`src/sv/swf_pkg.sv`:
```
// ----------------------------------------------------------------------------
// swf_pkg - square waypoint follower shared definitions
// Register indexes, reset values and corner codes for the follower.
// ----------------------------------------------------------------------------
`default_nettype none

package swf_pkg;

  // configuration register index
  localparam int CFG_IDX_W = 3;
  typedef logic [CFG_IDX_W-1:0] cfg_idx_t;

  localparam cfg_idx_t CFG_SIDE_LENGTH   = 3'd0;
  localparam cfg_idx_t CFG_SIDE_WIDTH    = 3'd1;
  localparam cfg_idx_t CFG_ALTITUDE      = 3'd2;
  localparam cfg_idx_t CFG_ORIGIN_X      = 3'd3;
  localparam cfg_idx_t CFG_ORIGIN_Y      = 3'd4;
  localparam cfg_idx_t CFG_POS_TOLERANCE = 3'd5;
  localparam cfg_idx_t CFG_SPEED_LIMIT   = 3'd6;

  // field widths fixed by the Q8.8 format
  localparam int COORD_W = 16;
  localparam int LIMIT_W = 15;

  typedef logic signed [COORD_W-1:0] coord_t;
  typedef logic [LIMIT_W-1:0]        limit_t;

  // corner index codes, walked in order round the square
  typedef logic [1:0] corner_t;

  localparam corner_t CORNER_ZERO  = 2'd0;
  localparam corner_t CORNER_ONE   = 2'd1;
  localparam corner_t CORNER_TWO   = 2'd2;
  localparam corner_t CORNER_THREE = 2'd3;

  // register reset values
  localparam coord_t RST_SIDE_LENGTH   = 16'sd512;
  localparam coord_t RST_SIDE_WIDTH    = 16'sd512;
  localparam coord_t RST_ALTITUDE      = -16'sd768;
  localparam coord_t RST_ORIGIN_X      = 16'sd512;
  localparam coord_t RST_ORIGIN_Y      = 16'sd512;
  localparam limit_t RST_POS_TOLERANCE = 15'd128;
  localparam limit_t RST_SPEED_LIMIT   = 15'd512;

endpackage

`default_nettype wire

```
`src/sv/square_waypoint_follower.sv`:
```
// ----------------------------------------------------------------------------
// square_waypoint_follower - proportional follower round a square of corners
// Takes one measured x/y/z position per transaction and returns one velocity
// command per transaction: target corner minus position with unit gain,
// clamped per axis to +/- speed_limit, with a reached flag that steps the
// corner index round the four corners when every axis is inside tolerance.
// One transaction is accepted every clock cycle while in_stall is low. The
// transaction waits in the input register until the result register is free
// and is then held in the result register until it is taken. The corner
// index is read and updated as a transaction passes between the registers,
// so consecutive transactions follow each other with no gap. The
// input register takes a new transaction while a result is held by a stalled
// output only when the input register is empty. Corner sums and errors
// saturate to the signed POS_WIDTH range. Configuration writes are always
// accepted and are meant to happen only while no transaction is in flight.
// ----------------------------------------------------------------------------
`default_nettype none

module square_waypoint_follower #(
  parameter int POS_WIDTH = 16
) (
  input  wire logic                  clk,
  input  wire logic                  rst_n,

  // position channel
  input  wire logic                  in_valid,
  output logic                       in_stall,
  input  wire logic signed [15:0]    in_meas_x,
  input  wire logic signed [15:0]    in_meas_y,
  input  wire logic signed [15:0]    in_meas_z,

  // command channel
  output logic                       out_valid,
  input  wire logic                  out_stall,
  output logic signed [15:0]         out_vel_x,
  output logic signed [15:0]         out_vel_y,
  output logic signed [15:0]         out_vel_z,
  output logic [1:0]                 out_corner_used,
  output logic                       out_reached,

  // configuration write channel
  input  wire logic                  cfg_valid,
  output logic                       cfg_ready,
  input  wire swf_pkg::cfg_idx_t     cfg_index,
  input  wire logic [15:0]           cfg_data
);

  // working width: room for a corner sum, an error and its magnitude
  localparam int SW = ((POS_WIDTH > 17) ? POS_WIDTH : 17) + 2;

  localparam logic signed [SW-1:0] SAT_HI = SW'((64'sd1 <<< (POS_WIDTH - 1)) - 64'sd1);
  localparam logic signed [SW-1:0] SAT_LO = SW'(-(64'sd1 <<< (POS_WIDTH - 1)));

  function automatic logic signed [SW-1:0] sat_pos(input logic signed [SW-1:0] v);
    logic signed [SW-1:0] r;
    if (v > SAT_HI) begin
      r = SAT_HI;
    end else if (v < SAT_LO) begin
      r = SAT_LO;
    end else begin
      r = v;
    end
    return r;
  endfunction

  // configuration registers
  swf_pkg::coord_t side_length_r;
  swf_pkg::coord_t side_width_r;
  swf_pkg::coord_t altitude_r;
  swf_pkg::coord_t origin_x_r;
  swf_pkg::coord_t origin_y_r;
  swf_pkg::limit_t pos_tolerance_r;
  swf_pkg::limit_t speed_limit_r;

  swf_pkg::corner_t corner_r;
  swf_pkg::corner_t corner_nxt;

  // input stage
  logic            s1_valid_r;
  swf_pkg::coord_t s1_meas_r [3];

  // result stage
  logic                 out_valid_r;
  logic signed [15:0]   out_vel_r [3];
  swf_pkg::corner_t     out_corner_r;
  logic                 out_reached_r;

  logic                 out_free;
  logic                 s1_fire;

  logic signed [SW-1:0] tgt   [3];
  logic signed [SW-1:0] err   [3];
  logic signed [SW-1:0] mag   [3];
  logic signed [SW-1:0] vel   [3];
  logic signed [SW-1:0] lim_e;
  logic signed [SW-1:0] tol_e;
  logic                 all_in;

  assign cfg_ready = 1'b1;

  // configuration write
  always_ff @(posedge clk) begin
    if (!rst_n) begin
      side_length_r   <= swf_pkg::RST_SIDE_LENGTH;
      side_width_r    <= swf_pkg::RST_SIDE_WIDTH;
      altitude_r      <= swf_pkg::RST_ALTITUDE;
      origin_x_r      <= swf_pkg::RST_ORIGIN_X;
      origin_y_r      <= swf_pkg::RST_ORIGIN_Y;
      pos_tolerance_r <= swf_pkg::RST_POS_TOLERANCE;
      speed_limit_r   <= swf_pkg::RST_SPEED_LIMIT;
    end else if (cfg_valid && cfg_ready) begin
      case (cfg_index)
        swf_pkg::CFG_SIDE_LENGTH:   side_length_r   <= cfg_data;
        swf_pkg::CFG_SIDE_WIDTH:    side_width_r    <= cfg_data;
        swf_pkg::CFG_ALTITUDE:      altitude_r      <= cfg_data;
        swf_pkg::CFG_ORIGIN_X:      origin_x_r      <= cfg_data;
        swf_pkg::CFG_ORIGIN_Y:      origin_y_r      <= cfg_data;
        swf_pkg::CFG_POS_TOLERANCE: pos_tolerance_r <= cfg_data[swf_pkg::LIMIT_W-1:0];
        swf_pkg::CFG_SPEED_LIMIT:   speed_limit_r   <= cfg_data[swf_pkg::LIMIT_W-1:0];
        default: ;
      endcase
    end
  end

  // pipeline flow control
  assign out_free = !out_valid_r || !out_stall;
  assign s1_fire  = s1_valid_r && out_free;
  assign in_stall = s1_valid_r && !out_free;

  // input register
  always_ff @(posedge clk) begin
    if (!rst_n) begin
      s1_valid_r <= 1'b0;
    end else if (!in_stall) begin
      s1_valid_r <= in_valid;
    end
  end

  always_ff @(posedge clk) begin
    if (in_valid && !in_stall) begin
      s1_meas_r[0] <= in_meas_x;
      s1_meas_r[1] <= in_meas_y;
      s1_meas_r[2] <= in_meas_z;
    end
  end

  // corner targets, errors, clamp and reach test
  always_comb begin
    lim_e = $signed({{(SW-swf_pkg::LIMIT_W){1'b0}}, speed_limit_r});
    tol_e = $signed({{(SW-swf_pkg::LIMIT_W){1'b0}}, pos_tolerance_r});

    if (corner_r inside {swf_pkg::CORNER_ONE, swf_pkg::CORNER_TWO}) begin
      tgt[0] = sat_pos(SW'(origin_x_r) + SW'(side_length_r));
    end else begin
      tgt[0] = sat_pos(SW'(origin_x_r));
    end
    if (corner_r inside {swf_pkg::CORNER_TWO, swf_pkg::CORNER_THREE}) begin
      tgt[1] = sat_pos(SW'(origin_y_r) + SW'(side_width_r));
    end else begin
      tgt[1] = sat_pos(SW'(origin_y_r));
    end
    tgt[2] = sat_pos(SW'(altitude_r));

    all_in = 1'b1;
    for (int i = 0; i < 3; i++) begin
      err[i] = sat_pos(tgt[i] - SW'(s1_meas_r[i]));
      mag[i] = (err[i] < 0) ? -err[i] : err[i];
      if (err[i] > lim_e) begin
        vel[i] = lim_e;
      end else if (err[i] < -lim_e) begin
        vel[i] = -lim_e;
      end else begin
        vel[i] = err[i];
      end
      if (!(mag[i] < tol_e)) begin
        all_in = 1'b0;
      end
    end

    corner_nxt = corner_r;
    if (s1_fire && all_in) begin
      corner_nxt = corner_r + 2'd1;
    end
  end

  // corner index
  always_ff @(posedge clk) begin
    if (!rst_n) begin
      corner_r <= swf_pkg::CORNER_ZERO;
    end else begin
      corner_r <= corner_nxt;
    end
  end

  // result register
  always_ff @(posedge clk) begin
    if (!rst_n) begin
      out_valid_r <= 1'b0;
    end else if (out_free) begin
      out_valid_r <= s1_valid_r;
    end
  end

  always_ff @(posedge clk) begin
    if (s1_fire) begin
      for (int i = 0; i < 3; i++) begin
        out_vel_r[i] <= vel[i][15:0];
      end
      out_corner_r  <= corner_r;
      out_reached_r <= all_in;
    end
  end

  assign out_valid       = out_valid_r;
  assign out_vel_x       = out_vel_r[0];
  assign out_vel_y       = out_vel_r[1];
  assign out_vel_z       = out_vel_r[2];
  assign out_corner_used = out_corner_r;
  assign out_reached     = out_reached_r;

endmodule

`default_nettype wire
```
`config.mk`:
```
export PLATFORM = sky130hd
export DESIGN_NAME = square_waypoint_follower
export DESIGN_NICKNAME = d
export VERILOG_FILES = /design/src/sv/swf_pkg.sv /design/src/sv/square_waypoint_follower.sv
export SDC_FILE = /design/constraint.sdc
export NUM_CORES = 1
export LEC_CHECK = 0
export ABC_AREA = 1
export BUFFER_PORTS_ARGS = -buffer_cell sky130_fd_sc_hd__buf_2
export CORE_MARGIN = 5
export CORE_UTILIZATION = 35
export DETAILED_ROUTE_END_ITERATION = 8
export SLEW_MARGIN = 30
export SYNTH_ARGS = -nofsm -noshare
export SYNTH_HDL_FRONTEND = slang
export SYNTH_SLANG_ARGS = --single-unit
```
`constraint.sdc`:
```
create_clock -name clk -period 7.87 [get_ports clk]
set_input_delay 1.9675 -clock clk [delete_from_list [all_inputs] [get_ports clk]]
set_output_delay 1.9675 -clock clk [all_outputs]
set_load 0.005 [all_outputs]
```
# Yosys cells after proc, flatten, opt, wreduce, memory -nomap -nowiden
# Memories as Yosys holds them, arrays and structs flattened.
# Index checks and enable logic that the tools add are counted.
[op_classes]
n_addsub = 10
magnitude_cmp = 28
eq_ne = 9
n_mux = 34
n_reduce_logical = 19
[ops]
columns = ["operator", "count"]
rows = [
  ["$mux W19", 21],
  ["$mux W16", 6],
  ["$gt A19 B16 Y1", 3],
  ["$gt A19 B16 Y1 const B", 3],
  ["$lt A19 B1 Y1 const B", 3],
  ["$lt A19 B16 Y1", 3],
  ["$lt A19 B16 Y1 const B", 3],
  ["$lt A19 B19 Y1", 3],
  ["$neg A19 Y19", 3],
  ["$sub A19 B16 Y19", 3],
  ["$gt A16 B16 Y1 const B", 3],
  ["$lt A16 B16 Y1 const B", 3],
  ["$add A16 B16 Y17", 2],
  ["$gt A17 B16 Y1 const B", 2],
  ["$lt A17 B16 Y1 const B", 2],
  ["$neg A15 Y19", 1],
  ["$reduce_and A2 Y1", 7],
  ["$eq A3 B3 Y1 const B", 3],
  ["$mux W1", 7],
  ["$eq A3 B2 Y1 const B", 2],
  ["$eq A2 B2 Y1 const B", 2],
  ["$logic_and A1 B1 Y1", 4],
  ["$logic_not A1 Y1", 4],
  ["$reduce_bool A2 Y1", 2],
  ["5 further kinds", 5],
]
[totals]
reg_bits = 117
ram_bits = 96
in_bits = 72
output_inout_bits = 54
word_cells = 114
n_memories = 2
[memory_table]
columns = ["memory", "words", "width", "read_ports", "rd_ports_with_merged_regs", "write_ports", "line", "source"]
rows = [
  ["out_vel_r", 3, 16, 3, 0, 3, "square_waypoint_follower.sv:84", "logic signed [15:0] out_vel_r [3];"],
  ["s1_meas_r", 3, 16, 3, 0, 3, "square_waypoint_follower.sv:80", "swf_pkg::coord_t s1_meas_r [3];"],
]

# Logic depth before layout (Yosys ltp)
[logic_depth]
word_depth = 16
depth_mapped = 54
mapped_depth_nobuf = 54

# Least setup slack after synthesis
# OpenSTA, ideal clock, no wires.
[synth_timing]
path_type = "reg2reg"
from = "register origin_x_r[0]"
to = "register corner_r[0]"
setup_ns = 0.113
arrival_time_ns = 6.856
t_required_ns = 7.757
setup_slack_ns = 0.901
path_stages_with_launch = 51
n_path_buf = 2
synth_period_minus_slack_ns = 6.969
path_cell_list = "dfxtp_1 -> ha_1 -> inv_1 -> fa_1 -> inv_1 -> a31oi_1 -> o221ai_1 -> nand3_1 -> o2111ai_1 -> xor2_1 -> nor2_1 -> nor2_1 -> clkbuf_1 -> a22oi_1 -> ha_1 -> nand2_1 -> inv_1 -> a21oi_1 -> [... 15 more ...] -> nor2_2 -> nand3_1 -> o21ai_0 -> nand3_1 -> o21ai_0 -> inv_1 -> ha_1 -> a21oi_1 -> o221a_2 -> nand2_1 -> a21oi_1 -> nand2_1 -> nor2_1 -> nand2_1 -> a21oi_1 -> nand4_1 -> nand2_1 -> nor2_1"
[synth_between]
elab_chain_len = 16
elab_cells_between_ends = 23
cone_classes = "add/sub: 3; order compare: 8; mux: 11; reduce/logical: 1"
[synth_rtl]
columns = ["element", "line", "source"]
rows = [
  ["start: declaration", "square_waypoint_follower.sv:70", "swf_pkg::coord_t origin_x_r;"],
  ["start signal: assignment", "square_waypoint_follower.sv:107", "origin_x_r <= swf_pkg::RST_ORIGIN_X;"],
  ["start signal: assignment", "square_waypoint_follower.sv:116", "swf_pkg::CFG_ORIGIN_X: origin_x_r <= cfg_data;"],
  ["$add A16 B16 Y17", "square_waypoint_follower.sv:153", "tgt[0] = sat_pos(SW'(origin_x_r) + SW'(side_length_r));"],
  ["$lt A17 B16 Y1", "square_waypoint_follower.sv:58", "end else if (v < SAT_LO) begin"],
  ["$mux W19", "square_waypoint_follower.sv:58", ""],
  ["$mux W19", "square_waypoint_follower.sv:56", "if (v > SAT_HI) begin"],
  ["$mux W19 (*)", "square_waypoint_follower.sv:152", "if (corner_r inside {swf_pkg::CORNER_ONE, swf_pkg::CORNER_TWO}) begin"],
  ["$sub A19 B16 Y19 (*)", "square_waypoint_follower.sv:166", "err[i] = sat_pos(tgt[i] - SW'(s1_meas_r[i]));"],
  ["$lt A19 B16 Y1", "square_waypoint_follower.sv:58", ""],
  ["$mux W19", "square_waypoint_follower.sv:58", ""],
  ["$mux W19 (*)", "square_waypoint_follower.sv:56", ""],
  ["$neg A19 Y19 / $lt A19 B1 Y1 (equally long branches)", "square_waypoint_follower.sv:167", "mag[i] = (err[i] < 0) ? -err[i] : err[i];"],
  ["$mux W19 (*)", "square_waypoint_follower.sv:167", ""],
  ["$lt A19 B16 Y1 (*)", "square_waypoint_follower.sv:175", "if (!(mag[i] < tol_e)) begin"],
  ["$mux W1 (*) (3 in a row)", "square_waypoint_follower.sv:175", ""],
  ["$logic_and A1 B1 Y1 (*)", "square_waypoint_follower.sv:181", "if (s1_fire && all_in) begin"],
  ["end signal: assignment", "square_waypoint_follower.sv:189", "corner_r <= swf_pkg::CORNER_ZERO;"],
  ["end signal: assignment", "square_waypoint_follower.sv:191", "corner_r <= corner_nxt;"],
  ["end: declaration", "square_waypoint_follower.sv:75", "swf_pkg::corner_t corner_r;"],
]
# Mark *: on every way between the ends. The rest lies on a longest branch, timed or not.
# A chain may end at the register's enable or synchronous reset.

# Final worst setup path
[layout_timing]
from = "register origin_y_r[4]"
to = "register corner_r[0]"
[layout_between]
elab_chain_len = 15
elab_cells_between_ends = 22
cone_classes = "add/sub: 3; order compare: 8; mux: 10; reduce/logical: 1"
[layout_rtl]
columns = ["element", "line", "source"]
rows = [
  ["start: declaration", "square_waypoint_follower.sv:71", "swf_pkg::coord_t origin_y_r;"],
  ["start signal: assignment", "square_waypoint_follower.sv:108", "origin_y_r <= swf_pkg::RST_ORIGIN_Y;"],
  ["start signal: assignment", "square_waypoint_follower.sv:117", "swf_pkg::CFG_ORIGIN_Y: origin_y_r <= cfg_data;"],
  ["$add A16 B16 Y17", "square_waypoint_follower.sv:158", "tgt[1] = sat_pos(SW'(origin_y_r) + SW'(side_width_r));"],
  ["$lt A17 B16 Y1", "square_waypoint_follower.sv:58", ""],
  ["$mux W19", "square_waypoint_follower.sv:58", ""],
  ["$mux W19", "square_waypoint_follower.sv:56", ""],
  ["$mux W19 (*)", "square_waypoint_follower.sv:157", "if (corner_r inside {swf_pkg::CORNER_TWO, swf_pkg::CORNER_THREE}) begin"],
  ["$sub A19 B16 Y19 (*)", "square_waypoint_follower.sv:166", ""],
  ["$lt A19 B16 Y1", "square_waypoint_follower.sv:58", ""],
  ["$mux W19", "square_waypoint_follower.sv:58", ""],
  ["$mux W19 (*)", "square_waypoint_follower.sv:56", ""],
  ["$neg A19 Y19 / $lt A19 B1 Y1 (equally long branches)", "square_waypoint_follower.sv:167", ""],
  ["$mux W19 (*)", "square_waypoint_follower.sv:167", ""],
  ["$lt A19 B16 Y1 (*)", "square_waypoint_follower.sv:175", ""],
  ["$mux W1 (*) (2 in a row)", "square_waypoint_follower.sv:175", ""],
  ["$logic_and A1 B1 Y1 (*)", "square_waypoint_follower.sv:181", ""],
]
# Marked as above.

==> metrics.cfg <==
[final_layout]
seq_area_sq_mm=0.00526
multi_input_area_sq_mm=0.0118
nets=3097
area_growth_pct=16.5
fillers=5416
drive_gt1_share_pct=14.7
final_core_util_pct=41.0

[clocking]
cts-root-buf=clkbuf_16
clk_path_buf_depth=3
cts_tree=done
cts_buffers=27
clkSinkCount=213
cts.clk_slew.worst_paths_ns=0.06
cts-htree-levels=1
clock_latency_ns=0.58
ctsHoldBuffers=0

[placement]
gp_congestion=0.952
place_hpwl_um=49400
place_ws_ns=-0.426
portBuffers=124

[synthesis]
synth_edf_count=99
seq_area_frac_synth_pct=28.4
syn-num-nets=2961
synth_async_sr_flop_share_pct=0
ys_warn_count=0
synth.distinct_cells=58
syn_area_per_cell_sq_um=6.96
ys.flop_type=dfxtp_1
synthCells=2653
synth_area_sq_mm=0.0185
ys_ff_latch=213

[critical_path]
worstPathMaxFanout=7
worstSetupStartpointType=register
path_common_cell=inv_1
crit_slowest_cell=fa_1
required_ns=8.39
critPathCaptureType=register
cp.arrival_ns=8.00
critPathMaxStageDelay_ns=0.40
path_class=reg -> reg
r2r_setup_slack_ns=0.39
critPathTopFamily=simple AND/OR/NAND/NOR gates
path_buf_inv=9

[floorplan]
initial_utilization_pct=35.2
io_pins=126
dieArea_sq_mm=0.0575
fp.dieW_um=240
rows=84
fp.dieH_um=240
core_sq_mm=0.0524

[sta]
finClkSkew_ns=0.0368
period_needed_ns=7.48
hold_viol_final=0
timing.final.ws_setup_ns=0.390
tns_ns=0
period_share_pct=95.0
whs_ns=0.468
fmax_mhz=134
worst_pin_slew_ns=0.946
slew_headroom_pct=36.9
setup_violations=0
drv_slew=0

[power]
irDropWorstVdd_uv=158
p_per_area_mw_per_mm2=209
leakagePower_nw=10.3
power_mw=4.49

[outcome]
status=finished clean

[routing]
drt_iter0_drc=1907
drt_pass1_iterations=7
routedWlPerCell_um=18.0
via_per_inst=5.33
vias=18700
drc=0
wirelength_um=63000
antenna_left=0

[global_route]
grt.overflow.total=0
grt_pass1_vias=17000
grt_max_degree=114
grt_pass1_wl_um=95800
grt_usage_pct=20.9
antenna_found_initial=0

[hold_path]
min_path_type=reg -> reg

[run]
max_cap_violations=0

[cell usage after synthesis, types with 9 or more instances]
master    number  area share [%]
nand2_1      509              10
inv_1        365             7.4
nor2_1       267             5.4
a21oi_1      262             7.1
ha_1         231              16
o21ai_0      203             5.5
nand3_1      178             4.8
dfxtp_1      114              12
edfxtp_1      99              16
clkbuf_1      63             1.3
a22oi_1       47             1.9
or2_2         34             1.2
nand4_1       31             1.0
xor2_1        23             1.1
nand2_2       22            0.74
nor3_1        19            0.51
clkinv_1      11            0.22
nor4_1        11            0.37
o21bai_1      11            0.45
a31oi_1       10            0.34
a211oi_1       9            0.37
inv_2          9            0.18
o31ai_1        9            0.37
[state kept, by name (all words and copies together) (netlist names)]
name             count
origin_x_r          16
out_valid            1
side_width_r        16
s1_valid_r           1
side_length_r       16
out_vel_r           48
out_corner_used      2
origin_y_r          16
out_reached          1
s1_meas_r           48
pos_tolerance_r     15
corner_r             2
speed_limit_r       15
altitude_r          16
[area by class of cell]
cell class / instances / area share (%)
multi-input combinational: 1977 / 55.1
clock inverter: 22 / 1.42
sequential: 213 / 24.4
timing repair buffer: 185 / 5.16
tap: 688 / 4.00
antenna: 1 / 0.0116
clock buffer: 28 / 3.16
inverter: 385 / 6.76
[placed cells by master (no fill, tap or decap), drive strengths merged, types with 9 or more instances in the layout]
| cell | n |
|---|---|
| nor4 | 11 |
| o21ai | 211 |
| nand2 | 532 |
| nand4 | 31 |
| nand3 | 183 |
| o21bai | 11 |
| inv | 381 |
| or2 | 38 |
| a22oi | 47 |
| a31oi | 10 |
| buf | 184 |
| a211oi | 9 |
| dfxtp | 114 |
| a21oi | 264 |
| edfxtp | 99 |
| nor2 | 276 |
| clkbuf | 29 |
| nor3 | 22 |
| o31ai | 9 |
| clkinv | 13 |
| ha | 231 |
| xor2 | 23 |
[final timing paths]
kind / to / startpoint / depth (start not counted)
setup reg to reg: corner_r[0] / origin_y_r[4] / 53
hold reg to reg: altitude_r[8] / altitude_r[8] / 2
setup / recovery: corner_r[0] / origin_y_r[4] / 53
hold / removal: altitude_r[8] / altitude_r[8] / 2
[metrics by stage]
stage,std cells,area [sq um]
2_1_floorplan,2653,18500
3_3_place_gp,3418,19900
3_5_place_dp,3418,19900
4_1_cts,3469,20900
5_1_grt,3498,21500
6_report,3499,21500
[report_power, final]
group	leakage [nW]	switching [mW]	total, mW	internal (mW)
registers	1.88	0.0277	1.28	1.25
logic	7.92	1.19	1.84	0.649
clock network	0.468	0.537	1.37	0.837
total	10.3	1.75	4.49	2.74
[worst min-delay path: stages, from the launching register on]
cell and delay, ns:
dfxtp_1 0.33, nand2_1 0.05, nand3_1 0.05
[routing by layer]
layer	part of all wire, %	vias to the layer above	global-route usage (%)
met5	0	-	0
met1	45	8473	29.8
met4	3.9	0	7.56
met2	43	807	32.1
li1	-	9227	-
met3	8.1	146	3.22
[cells by family after synthesis]
logic type,share of synthesized area [%]
flops,28.4
mux,0.555
compound gates,17.9
xor+xnor,1.37
buf+inv,9.61
simple gates,25.9
fa+ha+maj,16.2
other cells,0.0203
[what timing repair did]
action                     in CTS  in global routing
cloned                          0                  1
resized for setup               6                104
setup endpoints to repair       8                 35
buffers inserted                1                 28
pin swaps                       1                 30
hold endpoints to repair        0                  0
No activity file was read; power rests on OpenSTA's default activity.
